## config.mk

```make
export PLATFORM = sky130hd
export DESIGN_NAME = chbe_out
export DESIGN_NICKNAME = d
export VERILOG_FILES = /design/src/hw/rtl/chbe_pkg.sv /design/src/hw/rtl/chbe_out.sv
export SDC_FILE = /design/constraint.sdc
export NUM_CORES = 1
export LEC_CHECK = 0
export BUFFER_PORTS_ARGS = -buffer_cell sky130_fd_sc_hd__buf_2
export CAP_MARGIN = 5
export CORE_MARGIN = 2
export CORE_UTILIZATION = 32
export CTS_CLUSTER_DIAMETER = 50
export CTS_CLUSTER_SIZE = 20
export DETAILED_ROUTE_END_ITERATION = 8
export GPL_ROUTABILITY_DRIVEN = 0
export PLACE_DENSITY = 0.61
export SKIP_LAST_GASP = 1
export SLEW_MARGIN = 20
export SYNTH_ARGS = -nofsm -noshare
export SYNTH_HDL_FRONTEND = slang
export SYNTH_SLANG_ARGS = --single-unit
```

## constraint.sdc

```tcl
create_clock -name clk -period 7.3 [get_ports clk]
set_input_delay 2.19 -clock clk [delete_from_list [all_inputs] [get_ports clk]]
set_output_delay 2.19 -clock clk [all_outputs]
set_load 0.05 [all_outputs]
```

## src/hw/rtl/chbe_pkg.sv

```systemverilog
// ----------------------------------------------------------------------------
// chbe_pkg
// shared types, codes and fixed-point helpers of the cubic basis evaluator
// ----------------------------------------------------------------------------
package chbe_pkg;

  localparam int FRAC_BITS = 16;
  localparam int IN_W      = 18;
  localparam int OUT_W     = 20;
  localparam int WIDE_W    = 32;

  typedef logic signed [WIDE_W-1:0] wide_t;
  typedef logic signed [IN_W-1:0]   coord_t;
  typedef logic signed [OUT_W-1:0]  comp_t;

  localparam wide_t ONE     = wide_t'(1) <<< FRAC_BITS;
  localparam wide_t QUARTER = ONE / 4;
  localparam wide_t OUT_MAX = (wide_t'(1) <<< (OUT_W - 1)) - 1;
  localparam wide_t OUT_MIN = -(wide_t'(1) <<< (OUT_W - 1));
  localparam logic signed [63:0] HALF = 64'sd1 <<< (FRAC_BITS - 1);

  localparam logic [2:0] FUNC_VALUE = 3'd0;
  localparam logic [2:0] FUNC_GRAD  = 3'd1;
  localparam logic [2:0] FUNC_CURL  = 3'd2;
  localparam logic [2:0] FUNC_X     = 3'd3;
  localparam logic [2:0] FUNC_Y     = 3'd4;
  localparam logic [2:0] FUNC_Z     = 3'd5;

  localparam logic [2:0] ELEM_LINE = 3'd0;
  localparam logic [2:0] ELEM_TRI  = 3'd1;
  localparam logic [2:0] ELEM_TET  = 3'd3;

  localparam logic [1:0] KIND_EDGE  = 2'd0;
  localparam logic [1:0] KIND_FACET = 2'd1;

  localparam logic [1:0] ST_OK      = 2'd0;
  localparam logic [1:0] ST_BAD_NUM = 2'd1;
  localparam logic [1:0] ST_UNSUPP  = 2'd2;
  localparam logic [1:0] ST_NOT_APP = 2'd3;

  typedef enum logic [3:0] {
    F_LINE_E1 = 4'd0,
    F_TRI_E1  = 4'd1,
    F_TRI_E2  = 4'd2,
    F_TRI_E3  = 4'd3,
    F_TET_E1  = 4'd4,
    F_TET_E2  = 4'd5,
    F_TET_E3  = 4'd6,
    F_TET_E4  = 4'd7,
    F_TET_E5  = 4'd8,
    F_TET_E6  = 4'd9,
    F_TRI_F1  = 4'd10,
    F_TET_F1  = 4'd11,
    F_TET_F2  = 4'd12,
    F_TET_F3  = 4'd13,
    F_TET_F4  = 4'd14
  } fsel_t;

  typedef struct packed {
    logic       valid;
    logic [2:0] func;
    fsel_t      fsel;
    logic       negate;
    logic [1:0] status;
  } ctl_t;

  typedef struct packed {
    ctl_t  ctl;
    wide_t u;
    wide_t v;
    wide_t w;
    wide_t uu;
    wide_t uv;
    wide_t uw;
    wide_t vv;
    wide_t vw;
    wide_t ww;
    wide_t p1;
    wide_t c;
  } s1_t;

  typedef struct packed {
    ctl_t  ctl;
    wide_t s;
    wide_t g0;
    wide_t g1;
    wide_t g2;
  } s2_t;

  // rounded fixed-point product, floor((a*b + half) / 2^F)
  function automatic wide_t pm(wide_t a, wide_t b);
    logic signed [63:0] p;
    p = a * b + HALF;
    return wide_t'(p >>> FRAC_BITS);
  endfunction

endpackage

```

## src/hw/rtl/chbe_out.sv

```systemverilog
// ----------------------------------------------------------------------------
// chbe_out
// third stage: reversal, output form selection and saturation
// ----------------------------------------------------------------------------
module chbe_out (
  input  logic             clk,
  input  logic             rst,
  input  chbe_pkg::s2_t    s2,
  output logic             valid,
  output chbe_pkg::comp_t  comp_x,
  output chbe_pkg::comp_t  comp_y,
  output chbe_pkg::comp_t  comp_z,
  output logic [1:0]       status,
  output logic             saturated
);
  import chbe_pkg::*;

  wide_t s, g0, g1, g2, c0, c1, c2;
  comp_t k0, k1, k2;
  logic  sat0, sat1, sat2;

  function automatic comp_t clip(wide_t x);
    if (x > OUT_MAX) return comp_t'(OUT_MAX);
    if (x < OUT_MIN) return comp_t'(OUT_MIN);
    return comp_t'(x);
  endfunction

  always_comb begin
    s  = s2.ctl.negate ? -s2.s  : s2.s;
    g0 = s2.ctl.negate ? -s2.g0 : s2.g0;
    g1 = s2.ctl.negate ? -s2.g1 : s2.g1;
    g2 = s2.ctl.negate ? -s2.g2 : s2.g2;
    c0 = '0;
    c1 = '0;
    c2 = '0;
    case (s2.ctl.func)
      FUNC_VALUE, FUNC_X: c0 = s;
      FUNC_GRAD: begin c0 = g0; c1 = g1; c2 = g2; end
      FUNC_CURL: begin c0 = g1; c1 = -g0; c2 = g2; end
      FUNC_Y: c1 = s;
      default: c2 = s;
    endcase
    if (s2.ctl.status != ST_OK) begin
      c0 = '0;
      c1 = '0;
      c2 = '0;
    end
    k0   = clip(c0);
    k1   = clip(c1);
    k2   = clip(c2);
    sat0 = c0 > OUT_MAX || c0 < OUT_MIN;
    sat1 = c1 > OUT_MAX || c1 < OUT_MIN;
    sat2 = c2 > OUT_MAX || c2 < OUT_MIN;
  end

  always_ff @(posedge clk) begin
    if (rst) begin
      valid <= 1'b0;
    end else begin
      valid <= s2.ctl.valid;
    end
    comp_x    <= k0;
    comp_y    <= k1;
    comp_z    <= k2;
    status    <= s2.ctl.status;
    saturated <= sat0 | sat1 | sat2;
  end

endmodule

```

# ---- Word-level counts from Yosys, hierarchy flattened
# Cells that the tools add are included.
dict set report op_classes {
  n_bitwise 2
  magnitude_cmp 6
  eq_ne 4
  n_addsub 5
  n_reduce_logical 8
  muxes 31
}
# operator n
set ops {}
lappend ops {{two-way mux 20 bit} 12}
lappend ops {{two-way mux 32 bit} 7}
lappend ops {{one-hot mux 32 bit (3 select lines)} 2}
lappend ops {{negator 32 bit} 5}
lappend ops {{> comparator 32 x 20 -> 1 bit, second input constant} 3}
lappend ops {{less-than comparator 32 x 20 -> 1 bit, second input constant} 3}
lappend ops {{one-hot mux 32 bit (2 select lines)} 1}
lappend ops {{two-way mux 1 bit} 9}
lappend ops {{== test 3 x 2 -> 1 bit, second input constant} 2}
lappend ops {{OR reduction 2 bit} 2}
lappend ops {{== test 3 x 1 -> 1 bit, second input constant} 1}
lappend ops {{== test 3 bit, second input constant} 1}
lappend ops {{logical NOT 3 bit} 1}
lappend ops {{logical OR 1 bit} 3}
lappend ops {{OR reduction 3 bit} 1}
lappend ops {{OR 1 bit} 2}
lappend ops {{nonzero test 2 bit} 1}
dict set report totals {
  output_inout_bits 64
  regBits 64
  in_bits 141
  elab_cells 62
}

# ---- Longest topological paths before layout
# Gate-level depths: netlist (run 1).
dict set report depth {
  depth_word 10
  ltp_mapped 18
}

# ---- Worst setup path after synthesis (run 1)
# OpenSTA, ideal clock, no wires.
dict set report synth_path {
  path_kind {input port to flip-flop}
  from {in s2[64] (netlist name)}
  to {reg comp_y[11]}
  arrival_ns 6.428
  required_ns 7.233
  setup_slack_ns 0.804
  setup_time_ns 0.067
  cell_stages 18
  path_buffers 4
  cell_sequence {clkbuf_1 inv_1 ha_1 or4b_4 buf_6 or4_4 buf_6 or3_4 or4_4 nand3_2 nand4_1 or3_1 a21oi_2 o2111ai_1 o31ai_2 nand2_2 buf_6 o21ai_2}
}
dict set report synth_between {
  elab_chain_len 10
  elab_cells_between_ends 13
  classes_between {add/sub: 2; order compare: 2; mux: 9}
}
# item line_no
set synth_rtl {}
lappend synth_rtl {{start, declared} chbe_out.sv:8} ;# input chbe_pkg::s2_t s2,
lappend synth_rtl {{negator 32 bit} chbe_out.sv:30} ;# g0 = s2.ctl.negate ? -s2.g0 : s2.g0;
lappend synth_rtl {{two-way mux 32 bit *} chbe_out.sv:30}
lappend synth_rtl {{negator 32 bit *} chbe_out.sv:39} ;# FUNC_CURL: begin c0 = g1; c1 = -g0; c2 = g2; end
lappend synth_rtl {{one-hot mux 32 bit (3 select lines) *} chbe_out.sv:36} ;# case (s2.ctl.func)
lappend synth_rtl {{two-way mux 32 bit *} chbe_out.sv:43} ;# if (s2.ctl.status != ST_OK) begin
lappend synth_rtl {{less-than comparator 32 x 20 -> 1 bit} chbe_out.sv:24} ;# if (x < OUT_MIN) return comp_t'(OUT_MIN);
lappend synth_rtl {{two-way mux 1 bit (2 in a row)} chbe_out.sv:24}
lappend synth_rtl {{two-way mux 20 bit} chbe_out.sv:25} ;# return comp_t'(x);
lappend synth_rtl {{two-way mux 20 bit *} chbe_out.sv:24}
lappend synth_rtl {{end signal, assigned} chbe_out.sv:63} ;# comp_y <= k1;
lappend synth_rtl {{end, declared} chbe_out.sv:11} ;# output chbe_pkg::comp_t comp_y,
# Every way passes the cells marked *; elsewhere a longest branch is shown, timed or not. The select of a mux whose other input is x is not followed.
# A chain may end at the register's enable or synchronous reset.

# ---- Final worst setup path (run 1)
dict set report layout_path {
  from {in s2[64] (netlist name)}
  to {reg comp_y[6]}
}
# Same word-level chain as after synthesis.

==> metrics.md, run 1 <==
| Metric | Value |
|---|---|
| Routed WL | `30800 µm` |
| Synth-to-layout area growth | `20.7%` |
| Final Power | `1.44 mW` |
| Most frequent CP cell | `or4_4` |
| Vias in the first global route | `8655` |
| Final ANT Viol Nets | `0` |
| Hold Buf Count CTS | `0` |
| Dominant synthesized flop cell | `dfxtp_1` |
| Slew margin rel. | `35.7%` |
| Largest net degree at the start of global routing | `72` |
| Crit path to | `comp_y[6]$_SDFF_PN1_` |
| Avg Cell Area, Syn | `6.99 µm²` |
| Maximum vdd ir drop | `0.0965 mV` |
| Starting Density | `32.3%` |
| Postcts setup bufs | `0` |
| H-tree Lvls | `3` |
| Final setup margin | `0.745 ns` |
| Residual DRC | `0` |
| CP top delay family | `simple AND/OR/NAND/NOR gates` |
| IO Pins | `205` |
| Max_cap viols | `0` |
| CTS Root Cell | `clkbuf_16` |
| CTS clk-pin slew, worst paths | `0.08 ns` |
| Setup crit start kind | `input port` |
| Arrival time at the worst endpoint | `6.81 ns` |
| Minimum clock period | `6.55 ns` |
| Period utilisation layout | `89.8%` |
| Vias post-DR | `9321` |
| Die area | `25700 µm²` |
| Pre-CTS WS | `0.420 ns` |
| Unrepaired setup endpoints after global routing | `false` |
| Final hold slack | `1.96 ns` |
| CP Max Fanout | `19` |
| Achievable Freq | `153 MHz` |
| Required @ worst endpoint | `7.56 ns` |
| Critical path origin | `s2[64]` |
| Core footprint | `24200 µm²` |
| Nets | `1427` |
| Post-synth ARST share | `0%` |
| Synth warn | `0` |
| Slowest stage delay, CP | `0.64 ns` |
| Final hold violations | `0` |
| Overflow after GRT | `0` |
| Setup violators final | `0` |
| LEAKAGE | `3.69 nW` |
| PortBufs | `200` |
| Post-Route Setup TNS | `0 ns` |
| Crit path capture type | `register` |
| HPWL after DPL | `24400 µm` |
| Crit-path cells | `buf_2 > inv_1 > ha_1 > or4b_4 > or4_4 > or3_4 > or4_4 > nand3_2 > nand4_1 > or3_1 > a21oi_2 > o2111ai_1 > o31ai_2 > nand2_2 > o21ai_0` |
| Placed Area | `9120 µm²` |
| CP bufs+invs | `2` |
| PwrDens | `153 nW/µm²` |
| Final Max Slew Viols | `0` |
| Wire per inst | `19.1 µm` |
| Seq cells post-synth | `64` |
| CTS resizes | `0` |
| Total CTS buffers | `9` |
| Initial antenna violation count | `5` |
| Sequential share of the synthesized area | `16.4%` |
| Routed vias/inst | `5.77` |
| DIE HEIGHT | `160 µm` |
| First-pass GRT wire length | `47200 µm` |
| Drt first pass iters | `6` |
| Distinct cells, synth | `83` |
| Worst hold path type | `input port to register` |
| Crit Path Category | `input port to register` |
| Die width | `160 µm` |
| Slowest-stage cell, CP | `or4_4` |
| Syn Inst Count | `1119` |
| Worst Max-Slew Pin Slew | `0.962 ns` |
| Worst path depth | `15` |
| Drt initial violations | `917` |
| Post-route cell area | `9440 µm²` |
| Status | `completed` |
| Netlist Area Pre-Place | `7820 µm²` |
| CTS tree | `built` |
| Net Count, Synth | `1265` |
| Layout cells sized above 1 | `22.2%` |
| Standard-cell row count | `57` |
| CTS max path bufs | `2` |
| Number of synthesized flops with an enable pin | `0` |
| Clk sinks | `64` |
| Total track usage | `23.1%` |
[cell families after synthesis]
group                    Yosys count  share of synthesized area (%)
AND/OR/NAND/NOR                  406                           26.9
AO/OA/AOI/OAI                    376                           31.2
XOR/XNOR                         148                           16.6
buffers and inverters             97                           5.07
flip-flops                        64                           16.4
multiplexers                      23                           3.01
adder cells (fa/ha/maj)            5                          0.800
[how the worst min path moves through the flow]
stage	startpoint	cells past startpoint	end
detailed placement	s2[128]	1	status[0]$_DFF_P_
global route	s2[128]	1	status[0]$_DFF_P_
finish	s2[128]	1	status[0]$_DFF_P_
global placement	s2[129]	1	status[1]$_DFF_P_
CTS	s2[128]	1	status[0]$_DFF_P_
floorplan	s2[128]	0	status[0]$_DFF_P_
[report_power, final]
| part | internal, mW | switching, mW |
|---|---|---|
| combinational | 0.189 | 0.402 |
| clock | 0.268 | 0.198 |
| sequential | 0.378 | 0.00815 |
| total | 0.835 | 0.608 |
[synthesized netlist by cell type, types with 4 or more instances]
cell	instances	area share (%)
and3_1	4	0.32
nand2_1	118	5.7
and2_1	8	0.64
or4_1	20	1.9
mux2i_1	19	2.4
buf_6	4	0.58
nand4_1	19	1.5
inv_1	21	1.0
clkbuf_1	60	2.9
o22a_1	5	0.56
or3_1	19	1.5
nand3_1	18	1.2
o22ai_1	44	3.5
ha_1	5	0.80
o32ai_1	4	0.45
a31o_2	4	0.45
a31oi_1	5	0.40
and4_1	4	0.45
nor2b_1	9	0.72
nor2_1	81	3.9
a22oi_1	6	0.58
o31ai_1	29	2.8
buf_1	10	0.48
nand2b_1	14	1.1
xnor2_1	59	6.6
nor3_1	28	1.8
o211ai_1	5	0.48
nor4b_1	4	0.45
o31a_1	5	0.56
or2_2	7	0.56
o21a_1	5	0.48
a211oi_1	16	1.5
nor3b_1	5	0.48
o21ai_2	10	1.1
a21oi_1	76	4.9
mux2_2	4	0.58
o21ai_0	103	6.6
xor2_1	89	10
dfxtp_1	64	16
nor4_1	26	2.1
o41ai_1	22	2.5
[sequential cells by signal, indices dropped and copies added, names as in the netlist]
register / cells
saturated: 1
comp_x: 20
valid: 1
comp_z: 20
comp_y: 20
status: 2
[final cells by class]
type	instances	area, µm²
Antenna cell	6	15.0
Clock buffer	9	225
Clock inverter	7	78.8
Fill cell	2577	14700
Inverter	21	78.8
Multi-Input combinational cell	958	6150
Sequential cell	64	1280
Tap cell	324	405
Timing Repair Buffer	227	1210
[through the flow]
stage	std cells	util, %
finish	1616	39.0
global route	1612	39.0
CTS	1610	39.0
detailed placement	1594	37.7
global placement	1594	37.7
floorplan	1119	-
[layout by cell type (no fill, tap or decap), types with 20 or more instances in the layout]
| cell type | n |
|---|---|
| nand2_1 | 118 |
| nor2_1 | 81 |
| dfxtp_1 | 64 |
| nor4_1 | 26 |
| nor3_1 | 28 |
| o21ai_0 | 103 |
| xnor2_1 | 59 |
| o22ai_1 | 44 |
| o31ai_1 | 29 |
| xor2_1 | 89 |
| inv_1 | 21 |
| or4_1 | 20 |
| o41ai_1 | 21 |
| buf_2 | 199 |
| buf_4 | 28 |
| a21oi_1 | 76 |
[routing by layer]
metal | wire length, µm | track usage, % | up-vias
met2 | 14200 | 37.7 | 410
met3 | 2480 | 5.14 | 71
met5 | 23 | 0 | -
li1 | - | - | 4518
met1 | 13000 | 29.9 | 4318
met4 | 1060 | 8.48 | 4
No activity file was read; power rests on OpenSTA's default activity.
==> run 2, diff against run 1 <==
--- a/config.mk
+++ b/config.mk
@@ -5,7 +5,7 @@
 export SDC_FILE = /design/constraint.sdc
 export NUM_CORES = 1
 export LEC_CHECK = 0
-export BUFFER_PORTS_ARGS = -buffer_cell sky130_fd_sc_hd__buf_2
+export BUFFER_PORTS_ARGS = -buffer_cell sky130_fd_sc_hd__buf_4
 export CAP_MARGIN = 5
 export CORE_MARGIN = 2
 export CORE_UTILIZATION = 32
@@ -13,9 +13,10 @@
 export CTS_CLUSTER_SIZE = 20
 export DETAILED_ROUTE_END_ITERATION = 8
 export GPL_ROUTABILITY_DRIVEN = 0
+export MAX_ROUTING_LAYER = met4
 export PLACE_DENSITY = 0.61
 export SKIP_LAST_GASP = 1
-export SLEW_MARGIN = 20
+export SLEW_MARGIN = 15
 export SYNTH_ARGS = -nofsm -noshare
 export SYNTH_HDL_FRONTEND = slang
 export SYNTH_SLANG_ARGS = --single-unit
==> run 2 against run 1 <==
First-iteration DRC count up 3.7%. Sequential power hardly changed. Die area unchanged. Cell count decreased by 0.43%. Via count is 0.36% lower. Power increased by 2.1%. Fmax is 1.1% lower. Setup slack worse by 0.070 ns. Critical endpoint is now comp_y[4]$_SDFF_PN1_. Largest cell class unchanged.
==> metrics.md, run 2 (synthesis results as in run 1) <==
| Metric | Value |
|---|---|
| Crit Path Category | `input port to register` |
| Top flop regs | `comp_x: 20 flops, comp_y: 20 flops, comp_z: 20 flops` |
| Vias post-DR | `9287` |
| M3 GR Usage | `4.00%` |
| Multi-input logic area | `6150 µm²` |
| Residual DRC | `0` |
| Util after Layout | `41.0%` |
| Reg power frac | `26.3%` |
| Arrival time at the worst endpoint | `6.83 ns` |
| HPWL after DPL | `24400 µm` |
| Setup violators final | `0` |
| Largest net degree at the start of global routing | `96` |
| Nets | `1424` |
| CP bufs+invs | `3` |
| Register area | `1280 µm²` |
| Unrepaired setup endpoints after global routing | `false` |
| Period utilisation layout | `90.8%` |
| Commonest cells after routing, fill and taps aside | `224 x buf_4, 118 x nand2_1, 103 x o21ai_0` |
| Die width | `160 µm` |
| Overflow after GRT | `0` |
| Slowest stage delay, CP | `0.66 ns` |
| Core footprint | `24200 µm²` |
| Final ANT Viol Nets | `0` |
| Post-Route Setup TNS | `0 ns` |
| Final Power | `1.47 mW` |
| LEAKAGE | `3.81 nW` |
| CP Max Fanout | `20` |
| Drt first pass iters | `6` |
| IO Pins | `205` |
| Standard-cell row count | `57` |
| CP top delay family | `simple AND/OR/NAND/NOR gates` |
| CTS max path bufs | `2` |
| Routed vias/inst | `5.77` |
| Worst Max-Slew Pin Slew | `0.924 ns` |
| Minimum clock period | `6.63 ns` |
| Clk sinks | `64` |
| Switching share of power | `40.8%` |
| CTS clk-pin slew, worst paths | `0.07 ns` |
| Layout fillers | `2513` |
| Hold Buf Count CTS | `0` |
| Critical path origin | `s2[64]` |
| CTS resizes | `0` |
| Final hold slack | `1.95 ns` |
| CTS Root Cell | `clkbuf_16` |
| Busiest grt layer | `met2` |
| Crit path capture type | `register` |
| Synth-to-layout area growth | `26.7%` |
| Postcts setup bufs | `0` |
| First-pass GRT wire length | `47900 µm` |
| Setup crit start kind | `input port` |
| Slowest-stage cell, CP | `nor4_2` |
| Wire per inst | `19.2 µm` |
| Met1 global-route usage | `30.3%` |
| Worst hold path type | `input port to register` |
| Starting Density | `32.3%` |
| H-tree Lvls | `3` |
| Crit-path cells | `buf_4 > inv_1 > ha_1 > or4b_4 > nor4_2 > nor3_1 > nor4_1 > and4_1 > nand2b_1 > o211a_1 > or3_1 > nor4_1 > nand3_1 > o41ai_2 > buf_4 > o21ai_0` |
| Total CTS buffers | `9` |
| CTS tree | `built` |
| Required @ worst endpoint | `7.50 ns` |
| Internal power | `871 µW` |
| DIE HEIGHT | `160 µm` |
| PwrDens | `149 nW/µm²` |
| Combinational fraction of design power | `42.7%` |
| PortBufs | `200` |
| Layout cells sized above 1 | `22.0%` |
| Routed WL | `30900 µm` |
| Most common cell after layout, fill and taps aside | `buf_4` |
| Switching power | `601 µW` |
| Die area | `25700 µm²` |
| Total track usage | `24.0%` |
| Final hold violations | `0` |
| Maximum vdd ir drop | `0.0894 mV` |
| Clk pwr share | `31.0%` |
| Max_cap viols | `0` |
| Final Max Slew Viols | `0` |
| Initial antenna violation count | `2` |
| Slew margin rel. | `38.4%` |
| Beginning of the worst hold path | `s2[129]` |
| Drt initial violations | `951` |
| Status | `completed` |
| Vias in the first global route | `8819` |
| Met2 Resource Use GR | `38.6%` |
| Achievable Freq | `151 MHz` |
[run 2: final timing paths]
kind | slack, ns | endpoint | cells past startpoint
setup / recovery | 0.67 | comp_y[4]$_SDFF_PN1_ | 16
hold / removal | 1.95 | status[1]$_DFF_P_ | 1
[run 2: routing by layer]
metal / routed length (µm) / share of wire (%) / vias up
met4: 974 / 3.1 / 0
met5: 0 / 0 / -
met3: 2360 / 7.6 / 63
li1: - / - / 4508
met1: 13100 / 42 / 4282
met2: 14500 / 47 / 434
[run 2: cell type report]
cell class,instances,share of cell area [%]
Multi-Input combinational cell,958,62.1
Antenna cell,2,0.0505
Inverter,21,0.796
Clock inverter,7,0.808
Clock buffer,9,2.27
Timing Repair Buffer,224,17.0
Tap cell,324,4.09
Sequential cell,64,12.9
[run 2: power by group through the flow]
stage          registers (mW)  logic (mW)  clock network, mW
6_report                0.387       0.628              0.457
5_1_grt                 0.390       0.674              0.476
4_1_cts                 0.388       0.621              0.465
3_5_place_dp            0.396       0.618                  0
3_3_place_gp            0.396       0.613                  0
2_1_floorplan           0.493       0.295                  0
[run 2: stage by stage]
stage	cells	worst slack [ns]	area, µm²
final	1609	0.675	9910
after global routing	1609	0.226	9910
after CTS	1607	0.745	9900
after detailed placement	1591	0.409	9600
after global placement	1591	0.537	9600
after floorplan	1119	0.804	7820
==> run 3, diff against run 2 <==
==> constraint.sdc (replaced) <==
create_clock -name clk -period 8.5 [get_ports clk]
set_input_delay 2.55 -clock clk [delete_from_list [all_inputs] [get_ports clk]]
set_output_delay 2.55 -clock clk [all_outputs]
set_load 0.05 [all_outputs]
==> run 3 against run 2 <==
Hold slack improved by 0.36 ns. Sequential power is 14% lower. Cell count is 0.56% lower. Non-clock buffer count shrank 9. Setup slack gained 0.66 ns. Global-route usage grew 0.11 points. Sequential cell count unchanged. Clock-buffer cell count stayed put. Clock power decreased by 13%.
==> metrics.md, run 3 (synthesis results as in run 1) <==
| Metric | Value |
|---|---|
| Final hold violations | `0` |
| Clk pwr share | `31.2%` |
| LEAKAGE | `3.77 nW` |
| CTS clk-pin slew, worst paths | `0.08 ns` |
| Routed WL | `31200 µm` |
| Standard-cell row count | `57` |
| Routed wl met3 | `2640 µm` |
| Status | `completed` |
| Core footprint | `24200 µm²` |
| Overflow after GRT | `0` |
| Postcts setup bufs | `0` |
| PwrDens | `129 nW/µm²` |
| First-pass GRT wire length | `47800 µm` |
| Die width | `160 µm` |
| Worst Max-Slew Pin Slew | `1.05 ns` |
| Post-Route Setup TNS | `0 ns` |
| CP Max Fanout | `19` |
| Crit path capture type | `register` |
| Vias in the first global route | `8779` |
| Setup crit start kind | `input port` |
| Die area | `25700 µm²` |
| Most common cell after layout, fill and taps aside | `buf_4` |
| Initial antenna violation count | `2` |
| Util after Layout | `40.7%` |
| Final ANT Viol Nets | `0` |
| Crit Path Category | `input port to register` |
| Reg power frac | `26.2%` |
| DIE HEIGHT | `160 µm` |
| Slew margin rel. | `28.9%` |
| Routed vias/inst | `5.87` |
| Minimum clock period | `7.17 ns` |
| Arrival time at the worst endpoint | `7.42 ns` |
| Internal power | `747 µW` |
| Worst hold path type | `input port to register` |
| Drt first pass iters | `5` |
| Total CTS buffers | `9` |
| Setup violators final | `0` |
| Clk sinks | `64` |
| Final Max Slew Viols | `0` |
| Wire per inst | `19.5 µm` |
| Max_cap viols | `0` |
| CTS tree | `built` |
| Beginning of the worst hold path | `s2[128]` |
| Switching share of power | `41.1%` |
| CTS resizes | `0` |
| WL met2 | `14500 µm` |
| Post-Route M1 WL | `13000 µm` |
| CTS Root Cell | `clkbuf_16` |
| Maximum vdd ir drop | `0.0778 mV` |
| IO Pins | `205` |
| Hold Path Stages | `1` |
| Residual DRC | `0` |
| Achievable Freq | `140 MHz` |
| Final Power | `1.27 mW` |
| Drt initial violations | `1018` |
| PortBufs | `200` |
| HPWL after DPL | `24400 µm` |
| Layout cells sized above 1 | `21.4%` |
| Starting Density | `32.3%` |
| Top flop regs | `comp_x: 20 flops, comp_y: 20 flops, comp_z: 20 flops` |
| Hold Buf Count CTS | `0` |
| H-tree Lvls | `3` |
| Total track usage | `24.1%` |
| Nets | `1415` |
| Required @ worst endpoint | `8.75 ns` |
| CTS max path bufs | `2` |
| Synth-to-layout area growth | `25.8%` |
| Unrepaired setup endpoints after global routing | `false` |
| Commonest cells after routing, fill and taps aside | `215 x buf_4, 118 x nand2_1, 103 x o21ai_0` |
| Period utilisation layout | `84.3%` |
| Largest net degree at the start of global routing | `96` |
| Combinational fraction of design power | `42.5%` |
| WHS Endpoint | `status[0]$_DFF_P_` |
| Switching power | `522 µW` |
| Vias post-DR | `9388` |
| Top Layer Used | `met4` |
run 3: changes by cell type in the layout (fill, tap and decap cells not counted):
cell / previous run / this run
buf_4: 224 / 215
run 3: area by class of cell:
class	instances	area [µm²]
repair buffers	215	1610
flip-flops and latches	64	1280
multi-input cells	958	6150
clock inverters	7	80.1
inverters	21	78.8
clock buffers	9	225
fillers	2554	14300
diodes	2	5.00
well taps	324	405
run 3: per-layer routing:
layer / vias up / global-route usage, %
li1: 4503 / -
met1: 4345 / 30.6
met2: 468 / 38.8
met5: - / -
met3: 72 / 3.90
met4: 0 / 8.56
run 3: metrics by stage:
stage	instance area, µm²	hold WS [ns]	instances	worst slack [ns]
finish	9840	2.31	1600	1.33
global route	9840	2.32	1600	0.870
CTS	9830	2.31	1598	1.41
detailed placement	9530	2.68	1582	1.07
global placement	9530	2.68	1582	1.19
floorplan	7820	2.58	1119	1.64
run 3: worst max-delay path by stage:
stage,start,end,slack [ns],cells past startpoint
global placement,s2[64],comp_y[2]$_SDFF_PN1_,1.19,15
global route,s2[64],comp_y[3]$_SDFF_PN1_,0.87,15
finish,s2[64],comp_y[2]$_SDFF_PN1_,1.33,15
floorplan,s2[64],comp_y[11]$_SDFF_PN1_,1.64,18
CTS,s2[64],comp_y[3]$_SDFF_PN1_,1.41,15
detailed placement,s2[64],comp_y[3]$_SDFF_PN1_,1.07,15
run 3: power groups by stage:
stage / combinational [mW] / sequential (mW) / clock (mW)
3_5_place_dp: 0.530 / 0.340 / 0
2_1_floorplan: 0.253 / 0.423 / 0
5_1_grt: 0.578 / 0.335 / 0.413
4_1_cts: 0.532 / 0.333 / 0.400
3_3_place_gp: 0.525 / 0.340 / 0
6_report: 0.540 / 0.333 / 0.396
run 3: critical path: stages:
cell       delay (ns)
buf_4            0.16
inv_1            0.11
ha_1             0.26
or4b_4           0.56
nor4_2           0.65
nor3_1           0.14
nor4_1           0.39
nand4_1          0.46
nor2_1           0.30
mux2_2           0.36
o21ai_0          0.24
o2111ai_1        0.19
o31ai_2          0.36
nand2_2          0.34
o21ai_0          0.32
